--- src/hdl/crc8fr_pkg.sv ---
`timescale 1ns / 1ps
// ----------------------------------------------------------------------------
// crc8fr_pkg
// Shared types and constants of the CRC-8 framed byte receiver.
// ----------------------------------------------------------------------------
package crc8fr_pkg;

    localparam int          CRC_W       = 8;
    localparam logic [7:0]  CRC_POLY    = 8'h07;
    localparam logic [7:0]  START_RESET = 8'hA5;

    // Frame parser position.
    typedef enum logic [2:0] {
        PH_HUNT,
        PH_TYPE,
        PH_LEN,
        PH_PAY,
        PH_CRC
    } phase_t;

    // Beat-level sequencer of the top level.
    typedef enum logic [1:0] {
        CTL_READY,
        CTL_CRC,
        CTL_READ,
        CTL_SEND
    } ctl_t;

    // Command to the bit-serial CRC unit.
    typedef struct packed {
        logic start;   // fold a new byte into the remainder and begin shifting
        logic clear;   // with start: begin from a zero remainder
    } crc_cmd_t;

endpackage

--- src/hdl/crc8fr_crc_unit.sv ---
`timescale 1ns / 1ps
// ----------------------------------------------------------------------------
// crc8fr_crc_unit
// Bit-serial CRC-8 engine: folds one byte into the remainder, then shifts
// one bit per cycle until the byte is fully folded in.
// ----------------------------------------------------------------------------
module crc8fr_crc_unit (
    input  logic                   aclk,
    input  logic                   aresetn,
    input  crc8fr_pkg::crc_cmd_t   cmd,
    input  logic [7:0]             data_in,
    output logic [7:0]             crc_out,
    output logic                   busy
);
    import crc8fr_pkg::*;

    localparam int          CNT_W    = $clog2(CRC_W);
    localparam logic [CNT_W-1:0] BIT_LAST = CNT_W'(CRC_W - 1);

    logic [7:0]       rem_reg, rem_next;
    logic [CNT_W-1:0] cnt_reg, cnt_next;
    logic             busy_reg, busy_next;

    always_ff @(posedge aclk) begin
        if (!aresetn) begin
            rem_reg  <= '0;
            cnt_reg  <= '0;
            busy_reg <= 1'b0;
        end else begin
            rem_reg  <= rem_next;
            cnt_reg  <= cnt_next;
            busy_reg <= busy_next;
        end
    end

    always_comb begin
        rem_next  = rem_reg;
        cnt_next  = cnt_reg;
        busy_next = busy_reg;
        if (cmd.start) begin
            rem_next  = (cmd.clear ? 8'h00 : rem_reg) ^ data_in;
            cnt_next  = '0;
            busy_next = 1'b1;
        end else if (busy_reg) begin
            if (rem_reg[7]) begin
                rem_next = {rem_reg[6:0], 1'b0} ^ CRC_POLY;
            end else begin
                rem_next = {rem_reg[6:0], 1'b0};
            end
            cnt_next = cnt_reg + 1'b1;
            if (cnt_reg == BIT_LAST) begin
                busy_next = 1'b0;
            end
        end
    end

    assign crc_out = rem_reg;
    assign busy    = busy_reg;

endmodule

--- src/hdl/crc8fr_payload_ram.sv ---
`timescale 1ns / 1ps
// ----------------------------------------------------------------------------
// crc8fr_payload_ram
// Payload byte store: one write port, one registered read port.
// ----------------------------------------------------------------------------
module crc8fr_payload_ram #(
    parameter int DEPTH  = 16,
    parameter int ADDR_W = 4
) (
    input  logic              aclk,
    input  logic              wr_en,
    input  logic [ADDR_W-1:0] wr_addr,
    input  logic [7:0]        wr_data,
    input  logic              rd_en,
    input  logic [ADDR_W-1:0] rd_addr,
    output logic [7:0]        rd_data
);
    import crc8fr_pkg::*;

    logic [7:0] mem [DEPTH];
    logic [7:0] rd_data_reg;

    always_ff @(posedge aclk) begin
        if (wr_en) begin
            mem[wr_addr] <= wr_data;
        end
    end

    always_ff @(posedge aclk) begin
        if (rd_en) begin
            rd_data_reg <= mem[rd_addr];
        end
    end

    assign rd_data = rd_data_reg;

endmodule

--- src/hdl/crc8_frame_receiver_unit.sv ---
`timescale 1ns / 1ps
// ----------------------------------------------------------------------------
// crc8_frame_receiver_unit
// Hunts for a start byte, parses type, length and payload, checks a CRC-8
// (poly 0x07, init 0) and emits the payload of good frames byte by byte.
// ----------------------------------------------------------------------------
// Channel    Dir  Beat contents
// s_axis     in   received byte
// m_axis     out  one payload byte of a good frame (or one empty marker)
// cfg        in   start byte value, written while idle
//
// Flow: a start-hunt byte, an oversize length byte or a CRC byte is taken
// without a CRC pass. A type, length or payload byte holds s_tready low
// while the bit-serial CRC unit shifts it in; the next beat is taken once
// the sequencer is back in ready. Each payload result is a payload RAM
// read, then the output beat, held while m_tready is low; the empty-frame
// marker skips the read. Input is not taken while results drain.
// Reset is synchronous; the payload RAM needs no clearing pass.
// ----------------------------------------------------------------------------
module crc8_frame_receiver_unit #(
    parameter int  MAX_PAYLOAD = 16,
    localparam int LEN_W       = $clog2(MAX_PAYLOAD + 1),
    localparam int IDX_W       = (MAX_PAYLOAD > 1) ? $clog2(MAX_PAYLOAD) : 1,
    localparam int M_TDATA_W   = ((8 + LEN_W + 8 + IDX_W + 7) / 8) * 8
) (
    input  logic                 aclk,
    input  logic                 aresetn,

    input  logic                 cfg_wr_en,
    input  logic [7:0]           cfg_wr_data,   // start_byte

    input  logic                 s_tvalid,
    output logic                 s_tready,
    input  logic [7:0]           s_tdata,       // rx_byte

    output logic                 m_tvalid,
    input  logic                 m_tready,
    // frame_type, payload_len, data_byte, byte_index (from bit 0 up), zero pad
    output logic [M_TDATA_W-1:0] m_tdata,
    output logic                 m_tuser,       // has_data
    output logic                 m_tlast        // last
);
    import crc8fr_pkg::*;

    ctl_t             ctl_reg, ctl_next;
    phase_t           phase_reg, phase_next;
    logic [7:0]       start_byte_reg;
    logic [7:0]       type_reg, type_next;
    logic [LEN_W-1:0] len_reg, len_next;
    logic [LEN_W-1:0] fill_reg, fill_next;
    logic [IDX_W-1:0] idx_reg, idx_next;
    logic             has_data_reg, has_data_next;

    crc_cmd_t         crc_cmd;
    logic [7:0]       crc_value;
    logic             crc_busy;
    logic             ram_we, ram_re;
    logic [7:0]       ram_rdata;
    logic [7:0]       data_byte;

    crc8fr_crc_unit u_crc (
        .aclk    (aclk),
        .aresetn (aresetn),
        .cmd     (crc_cmd),
        .data_in (s_tdata),
        .crc_out (crc_value),
        .busy    (crc_busy)
    );

    crc8fr_payload_ram #(
        .DEPTH  (MAX_PAYLOAD),
        .ADDR_W (IDX_W)
    ) u_ram (
        .aclk    (aclk),
        .wr_en   (ram_we),
        .wr_addr (fill_reg[IDX_W-1:0]),
        .wr_data (s_tdata),
        .rd_en   (ram_re),
        .rd_addr (idx_reg),
        .rd_data (ram_rdata)
    );

    always_ff @(posedge aclk) begin
        if (!aresetn) begin
            start_byte_reg <= START_RESET;
        end else if (cfg_wr_en) begin
            start_byte_reg <= cfg_wr_data;
        end
    end

    always_ff @(posedge aclk) begin
        if (!aresetn) begin
            ctl_reg      <= CTL_READY;
            phase_reg    <= PH_HUNT;
            type_reg     <= '0;
            len_reg      <= '0;
            fill_reg     <= '0;
            idx_reg      <= '0;
            has_data_reg <= 1'b0;
        end else begin
            ctl_reg      <= ctl_next;
            phase_reg    <= phase_next;
            type_reg     <= type_next;
            len_reg      <= len_next;
            fill_reg     <= fill_next;
            idx_reg      <= idx_next;
            has_data_reg <= has_data_next;
        end
    end

    assign m_tlast = !has_data_reg || ((LEN_W'(idx_reg) + LEN_W'(1)) == len_reg);

    always_comb begin
        ctl_next      = ctl_reg;
        phase_next    = phase_reg;
        type_next     = type_reg;
        len_next      = len_reg;
        fill_next     = fill_reg;
        idx_next      = idx_reg;
        has_data_next = has_data_reg;
        crc_cmd       = '0;
        ram_we        = 1'b0;
        ram_re        = 1'b0;
        s_tready      = (ctl_reg == CTL_READY);
        m_tvalid      = (ctl_reg == CTL_SEND);

        case (ctl_reg)
            CTL_READY: begin
                if (s_tvalid) begin
                    case (phase_reg)
                        PH_TYPE: begin
                            type_next     = s_tdata;
                            crc_cmd.start = 1'b1;
                            crc_cmd.clear = 1'b1;
                            phase_next    = PH_LEN;
                            ctl_next      = CTL_CRC;
                        end
                        PH_LEN: begin
                            // An oversize length drops the frame; the next byte
                            // is only tested as a start byte after this one.
                            if (s_tdata > 8'(MAX_PAYLOAD)) begin
                                phase_next = PH_HUNT;
                            end else begin
                                len_next      = s_tdata[LEN_W-1:0];
                                fill_next     = '0;
                                crc_cmd.start = 1'b1;
                                ctl_next      = CTL_CRC;
                                phase_next    = (s_tdata == 8'h00) ? PH_CRC : PH_PAY;
                            end
                        end
                        PH_PAY: begin
                            ram_we        = 1'b1;
                            fill_next     = fill_reg + 1'b1;
                            crc_cmd.start = 1'b1;
                            ctl_next      = CTL_CRC;
                            if (fill_next == len_reg) begin
                                phase_next = PH_CRC;
                            end
                        end
                        PH_CRC: begin
                            phase_next = PH_HUNT;
                            if (crc_value == s_tdata) begin
                                idx_next = '0;
                                if (len_reg == '0) begin
                                    has_data_next = 1'b0;
                                    ctl_next      = CTL_SEND;
                                end else begin
                                    has_data_next = 1'b1;
                                    ctl_next      = CTL_READ;
                                end
                            end
                        end
                        default: begin
                            phase_next = (s_tdata == start_byte_reg) ? PH_TYPE : PH_HUNT;
                        end
                    endcase
                end
            end
            CTL_CRC: begin
                if (!crc_busy) begin
                    ctl_next = CTL_READY;
                end
            end
            CTL_READ: begin
                ram_re   = 1'b1;
                ctl_next = CTL_SEND;
            end
            CTL_SEND: begin
                if (m_tready) begin
                    if (m_tlast) begin
                        ctl_next = CTL_READY;
                    end else begin
                        idx_next = idx_reg + 1'b1;
                        ctl_next = CTL_READ;
                    end
                end
            end
            default: begin
                ctl_next = CTL_READY;
            end
        endcase
    end

    // The empty-frame marker carries a zero data byte.
    assign data_byte = has_data_reg ? ram_rdata : 8'h00;
    assign m_tdata   = M_TDATA_W'({idx_reg, data_byte, len_reg, type_reg});
    assign m_tuser   = has_data_reg;

    a_no_input_while_sending: assert property (
        @(posedge aclk) disable iff (!aresetn) m_tvalid |-> !s_tready
    ) else $error("input taken while a result beat is pending");

    a_no_input_while_crc: assert property (
        @(posedge aclk) disable iff (!aresetn) crc_busy |-> !s_tready
    ) else $error("input taken while the CRC unit is shifting");

    a_ready_after_last: assert property (
        @(posedge aclk) disable iff (!aresetn)
        (m_tvalid && m_tready && m_tlast) |=> s_tready
    ) else $error("receiver not ready after the last beat of a frame");

    a_index_in_frame: assert property (
        @(posedge aclk) disable iff (!aresetn)
        (m_tvalid && m_tuser) |-> (LEN_W'(idx_reg) < len_reg)
    ) else $error("payload index beyond frame length");

endmodule

--- config.mk ---
export PLATFORM = sky130hd
export DESIGN_NAME = crc8_frame_receiver_unit
export DESIGN_NICKNAME = d
export VERILOG_FILES = /design/src/hdl/crc8fr_pkg.sv /design/src/hdl/crc8fr_crc_unit.sv /design/src/hdl/crc8fr_payload_ram.sv /design/src/hdl/crc8_frame_receiver_unit.sv
export SDC_FILE = /design/constraint.sdc
export NUM_CORES = 1
export LEC_CHECK = 0
export BUFFER_PORTS_ARGS = -buffer_cell sky130_fd_sc_hd__buf_4
export CAP_MARGIN = 20
export CORE_MARGIN = 2
export CORE_UTILIZATION = 40
export CTS_BUF_LIST = sky130_fd_sc_hd__clkbuf_8
export CTS_CLUSTER_SIZE = 20
export DETAILED_ROUTE_END_ITERATION = 8
export PLACE_DENSITY_LB_ADDON = 0.05
export SLEW_MARGIN = 15
export SYNTH_ARGS = -nofsm -noshare
export SYNTH_HDL_FRONTEND = slang
export SYNTH_HIERARCHICAL = 1
export SYNTH_SLANG_ARGS = --single-unit
--- constraint.sdc ---
create_clock -name aclk -period 3.45 [get_ports aclk]
set_clock_uncertainty 0.05 [all_clocks]
set_input_delay 0.69 -clock aclk [delete_from_list [all_inputs] [get_ports aclk]]
set_output_delay 0.69 -clock aclk [all_outputs]
set_load 0.1 [all_outputs]
## Word level (Yosys, flattened, before mapping)

Memories as Yosys holds them, arrays and structs flattened. A register that Yosys moved wholly into a read port is not among the register bits.
Index checks and enable logic that the tools add are counted.

| cells by class | value |
|---|---|
| bitwise gates (word level) | 4 |
| divide/modulo/power cells | 0 |
| reduce and logical (&&, ||, !) cells | 17 |
| add/sub/neg operators | 4 |
| multiply operators | 0 |
| $lt $le $gt $ge | 1 |
| equality and inequality tests | 23 |
| shifts and indexed selects | 0 |
| muxes and demuxes | 42 |

Operator list:

| kind | count |
|---|---|
| two-way mux 8 bit | 4 |
| two-way mux 4 bit | 5 |
| equality test 8 bit | 2 |
| two-way mux 2 bit | 8 |
| two-way mux 1 bit | 14 |
| two-way mux 3 bit | 4 |
| one-hot mux 3 bit (4 select lines) | 1 |
| AND reduction 4 bit | 3 |
| AND reduction 6 bit | 2 |
| equality test 5 bit | 2 |
| inequality test 2 bit (second input constant) | 5 |
| one-hot mux 5 bit (2 select lines) | 1 |
| > comparator 8 x 5 -> 1 bit (second input constant) | 1 |
| logical NOT 8 bit | 1 |
| one-hot mux 2 bit (4 select lines) | 1 |
| one-hot mux 4 bit (2 select lines) | 1 |
| bitwise XOR 8 bit | 1 |
| equality test 3 x 2 -> 1 bit (second input constant) | 2 |
| equality test 3 bit (second input constant) | 2 |
| inequality test 2 x 1 -> 1 bit (second input constant) | 3 |
| inequality test 3 bit (second input constant) | 2 |
| one-hot mux 2 bit (3 select lines) | 1 |
| AND reduction 3 bit | 2 |
| nonzero test 2 bit | 3 |
| other kinds (17) | 20 |

| storage, ports and cells | value |
|---|---|
| memories | 1 |
| bits in writable memories | 128 |
| output and inout port bits | 36 |
| input bits | 21 |
| latch bits | 0 |
| ROM bits | 0 |
| register bits | 48 |

Memory list:

| memory | depth | width | read ports | clocked after Yosys merged registers in | wr ports | RTL line | RTL |
|---|---|---|---|---|---|---|---|
| u_ram.mem | 16 | 8 | 1 | 1 | 1 | crc8fr_payload_ram.sv:20 | `logic [7:0] mem [DEPTH];` |

## Logic depth before layout (Yosys ltp)

| logic depth | value |
|---|---|
| depth after elaboration | 8 |
| mapped depth | 9 |
| mapped depth without buffers | 7 |

## By module

Netlist, hierarchy kept.

By module, submodules not included:

| module | cells each | instances | area an instance (µm²) |
|---|---|---|---|
| crc8fr_payload_ram | 229 | 1 | 5,227.5 |
| crc8_frame_receiver_unit | 270 | 1 | 2,225.9 |
| crc8fr_crc_unit | 70 | 1 | 718.2 |

## Worst setup path before layout

OpenSTA, ideal clock, no wires.

| timing path | value |
|---|---|
| kind | register to output |
| start | register idx_reg[1] |
| end | output port m_tlast |
| arrival | 3,080 ps |
| path slack | -370 ps |
| data required time | 2,710 ps |
| cell stages (with the launch flop) | 8 |
| path buffers | 1 |
| cell sequence | dfxtp_1 > ha_1 > buf_2 > nor3b_1 > a2111oi_0 > nor2_1 > or2_2 > inv_1 |

| on the way | value |
|---|---|
| word-level cells in the longest chain between the ends | 3 |

RTL lines:

| item | RTL line | RTL |
|---|---|---|
| start, declared | crc8_frame_receiver_unit.sv:51 | `logic [IDX_W-1:0] idx_reg, idx_next;` |
| start signal, assigned | crc8_frame_receiver_unit.sv:106 | `idx_reg <= idx_next;` |
| adder 4 x 1 -> 5 bit | crc8_frame_receiver_unit.sv:111 | `assign m_tlast = !has_data_reg \|\| ((LEN_W'(idx_reg) + LEN_W'(1)) == len_reg);` |
| equality test 5 bit | crc8_frame_receiver_unit.sv:111 |  |
| logical OR 1 bit | crc8_frame_receiver_unit.sv:111 |  |
| end, declared | crc8_frame_receiver_unit.sv:41 | `output logic m_tlast` |

No other way between the ends.

## Worst setup path in the final report

| timing path | value |
|---|---|
| start | register idx_reg[0] |
| end | output port m_tlast |

The elaborated chain is that of the path after synthesis.

==> results by group <==
Min path
  – Hold Path Class: in -> reg
  – Hold_sp: cfg_wr_data[7]

Power
  – Max IR drop VDD: 0.2229 mV
  – Leakage: 3.266 nW
  – Pwr Density: 442.5 nW/µm²

Die
  – I/O pins: 57
  – Floorplan row count: 52
  – Core box area: ~20000 µm²
  – Die Area: 21590 µm²
  – Die height: 146.9 µm
  – Die span in x: around 150 µm
  – Starting density of the core: roughly 41%

Timing
  – Fmax achieved: about 0.32 GHz
  – Setup ws final: 0.2765 ns
  – Crit share post-route: 91.98%
  – Crit path time final: 3.173 ns
  – Unrepaired setup endpoints after global routing: no
  – Slew Viols, Final: 0
  – Worst slew margin: a little over two fifths
  – Post-Route Setup TNS: 0 ns
  – Worst Max-Slew Pin Slew: 0.8434 ns
  – Finish-stage setup viols: 0
  – Fin. Hold Viols: 0

Detailed routing
  – Drt first pass iters: 4
  – Drt wl/cell: 20.53 µm
  – Routed WL: approximately 19000 µm
  – DRC: 0
  – Residual antenna-violating net count after detailed routing: 0
  – Routed via count: 4877
  – Detailed Route Iter0 Violations: 335
  – Vias/cell: about 5.3

Global route
  – Global-route wire length before repair: between 20000 and 30000 µm
  – Initial antenna violation count: 0
  – Grt ovf: 0
  – Total GRT Usage: 18.08%
  – Vias in the first global route: a little over 5000
  – Largest net degree at the start of global routing: 37

Worst setup path
  – CP cell instances: ha_2 > nor3b_1 > a2111oi_2 > nor2_1 > or2_2 > inv_1 > buf_4
  – Largest stage delay on the critical path: 0.38 ns
  – R2R Path Start: phase_reg[0]
  – Critical Setup Path Class: reg -> out
  – Worst Path Buf+Inv: 2
  – Worst Path Arrival: 2.43 ns
  – WP data required: 2.71 ns
  – Worst-path fanout max: 8
  – Crit start category: flop
  – Crit path max-delay cell type: dfxtp_2
  – CP top delay family: simple AND/OR/NAND/NOR gates
  – Setup crit end kind: primary output
  – CP Launch Point: idx_reg[0]

CTS
  – CTS buffer count: 17
  – Root Buffer: clkbuf_8
  – Clock-pin slew on the worst setup and hold paths: 0.10 ns
  – CTS sink cnt: ~180
  – Clk_lat worst skew: about 0.45 ns
  – H-Tree Depth: 4
  – CTS max path bufs: 2
  – CTS tree: done

Logic synthesis
  – #FFs+latches synth: 184
  – Post-synth EDFFs: 136
  – Mapped Cells: 569
  – Synth warn: 6
  – Mean Syn Cell Area: 14.36 µm²
  – Synth cell types: 65
  – Main synth FF type: edfxtp_1
  – Part of the Yosys area used for sequential elements: 61.74%
  – Area of the mapped netlist: 8172 µm²
  – Async S/R FF share, synth: 0%

Final layout
  – Fillcell total: 1854
  – Post-layout util: a little under half
  – Max reg flops: around 130
  – Final Instance Count excl. Fillers: 920
  – Area of the multi-input gates: around 2900 µm²
  – FF+latch area: between 5000 and 6000 µm²
  – N_diodes: 0
  – Final-stage net count: 662
  – Biggest register: u_ram/mem
  – Final instance area: between 9000 and 10000 µm²
  – Area grow syn2layout: 13.35%
  – Share of layout cells above drive strength 1: approximately a quarter

Place
  – RePlAce Congestion: 0.8213
  – Pre-CTS setup slack: between 0.4 and 0.5 ns
  – HPWL Detailed: ~12000 µm
  – Placed Area: around 8900 µm²
  – I/O Buffers: 49
  – Dpl cells: 888

Outcome
  – Status: finished clean

Run
  – Max Cap Viol: 0
## through the flow
| step | power, mW | hold slack (ns) |
|---|---|---|
| 2_1_floorplan | 2.630 | 0.4108 |
| 3_3_place_gp | 2.714 | 0.4279 |
| 3_5_place_dp | 2.718 | 0.4359 |
| 4_1_cts | 4.142 | 0.3594 |
| 5_1_grt | 4.252 | 0.3543 |
| 6_report | 4.098 | 0.3940 |
## synth_stat cells (3+ instances only)
cell type / n / area share (%)
a21oi_1: 20 / 1.2
a22oi_1: 17 / 1.6
a2bb2oi_1: 3 / 0.32
a31oi_1: 3 / 0.23
and2_1: 12 / 0.92
buf_2: 6 / 0.37
buf_4: 10 / 0.92
buf_6: 7 / 0.96
clkbuf_1: 9 / 0.41
clkdlybuf4s25_2: 3 / 0.37
dfxtp_1: 48 / 12
edfxtp_1: 136 / 50
ha_1: 4 / 0.61
inv_1: 7 / 0.32
mux2_2: 3 / 0.41
mux2_4: 3 / 0.55
mux2i_1: 21 / 2.6
mux4_1: 14 / 4.5
mux4_2: 18 / 5.0
nand2_1: 30 / 1.4
nand2b_1: 5 / 0.38
nand3_1: 15 / 0.92
nand3b_1: 9 / 0.83
nor2_1: 45 / 2.1
nor2b_1: 5 / 0.38
nor3_1: 15 / 0.92
nor4_1: 3 / 0.23
o21ai_0: 13 / 0.80
o221ai_1: 6 / 0.64
xnor2_1: 11 / 1.2
xor2_1: 21 / 2.3
## cells in the final DEF (no fill, tap or decap), types with 4 or more instances in the layout
master and instances:
o221ai_1 6, conb_1 7, xnor2_1 11, o21ai_0 13, xor2_1 21, nand2_1 30
and2_1 12, edfxtp_1 136, inv_1 9, mux4_2 18, nand3b_1 9, nor3_1 15
dfxtp_2 4, nand3_1 15, a21oi_1 20, nor2_1 45, nand2b_1 5, mux4_1 14
nor2b_1 5, mux2i_1 21, a22oi_1 17, clkbuf_8 17, dfxtp_1 44, buf_4 78
clkinv_4 4
## worst paths after layout
path | cells past startpoint | endpoint | slack, ns
worst min-delay path | 3 | start_byte_reg[7] | 0.39
worst max register to register | 6 | u_ram/mem[0][0] | 1.01
worst max-delay path | 7 | m_tlast | 0.28
worst min register to register | 2 | type_reg[5] | 0.46
## per-layer routing
layer / track usage [%] / wire [µm] / vias to the layer above
met4: 4.423 / 198 / 0
met3: 3.385 / 604 / 14
met1: 23.51 / 8460 / 2462
met2: 31.53 / 9623 / 99
li1: - / - / 2302
met5: 0 / 0 / -
## repair_timing
action / in CTS / in global routing
setup endpoints to repair: 1 / 1
gates cloned: 0 / 0
setup buffers: 0 / 0
resized for setup: 1 / 3
hold buffers: 0 / 0
## report_power, final
part	leakage (nW)	switching [mW]	internal, mW	total, mW
combinational	1.45	0.171	0.0808	0.252
sequential	1.61	0.0257	2.39	2.41
clock	0.203	0.785	0.650	1.43
## worst min-delay path: cells and delay by family
kind / cells / cell delay (ns)
multiplexers: 1 / 0.05
buffers and inverters: 1 / 0.08
AND/OR/NAND/NOR: 1 / 0.06
## cell type report
type / instances / share of cell area [%]
clock buffers: 17 / 2.526
multi-input cells: 347 / 30.88
flip-flops and latches: 184 / 54.52
inverters: 8 / 0.3242
well taps: 270 / 3.647
repair buffers: 79 / 6.443
clock inverters: 15 / 1.661
## cell families (layout without fill, tap and decap cells)
kind of cell	count (synthesis)	count (layout)	share of synthesized area, %
other cells	1	7	0.04589
buf+inv	44	119	3.644
fa+ha+maj	4	4	0.6125
simple gates	161	161	10.18
xor+xnor	32	32	3.430
compound gates	84	84	7.350
mux	59	59	13.00
flops	184	184	61.74
Power figures use the tool's default switching activity.
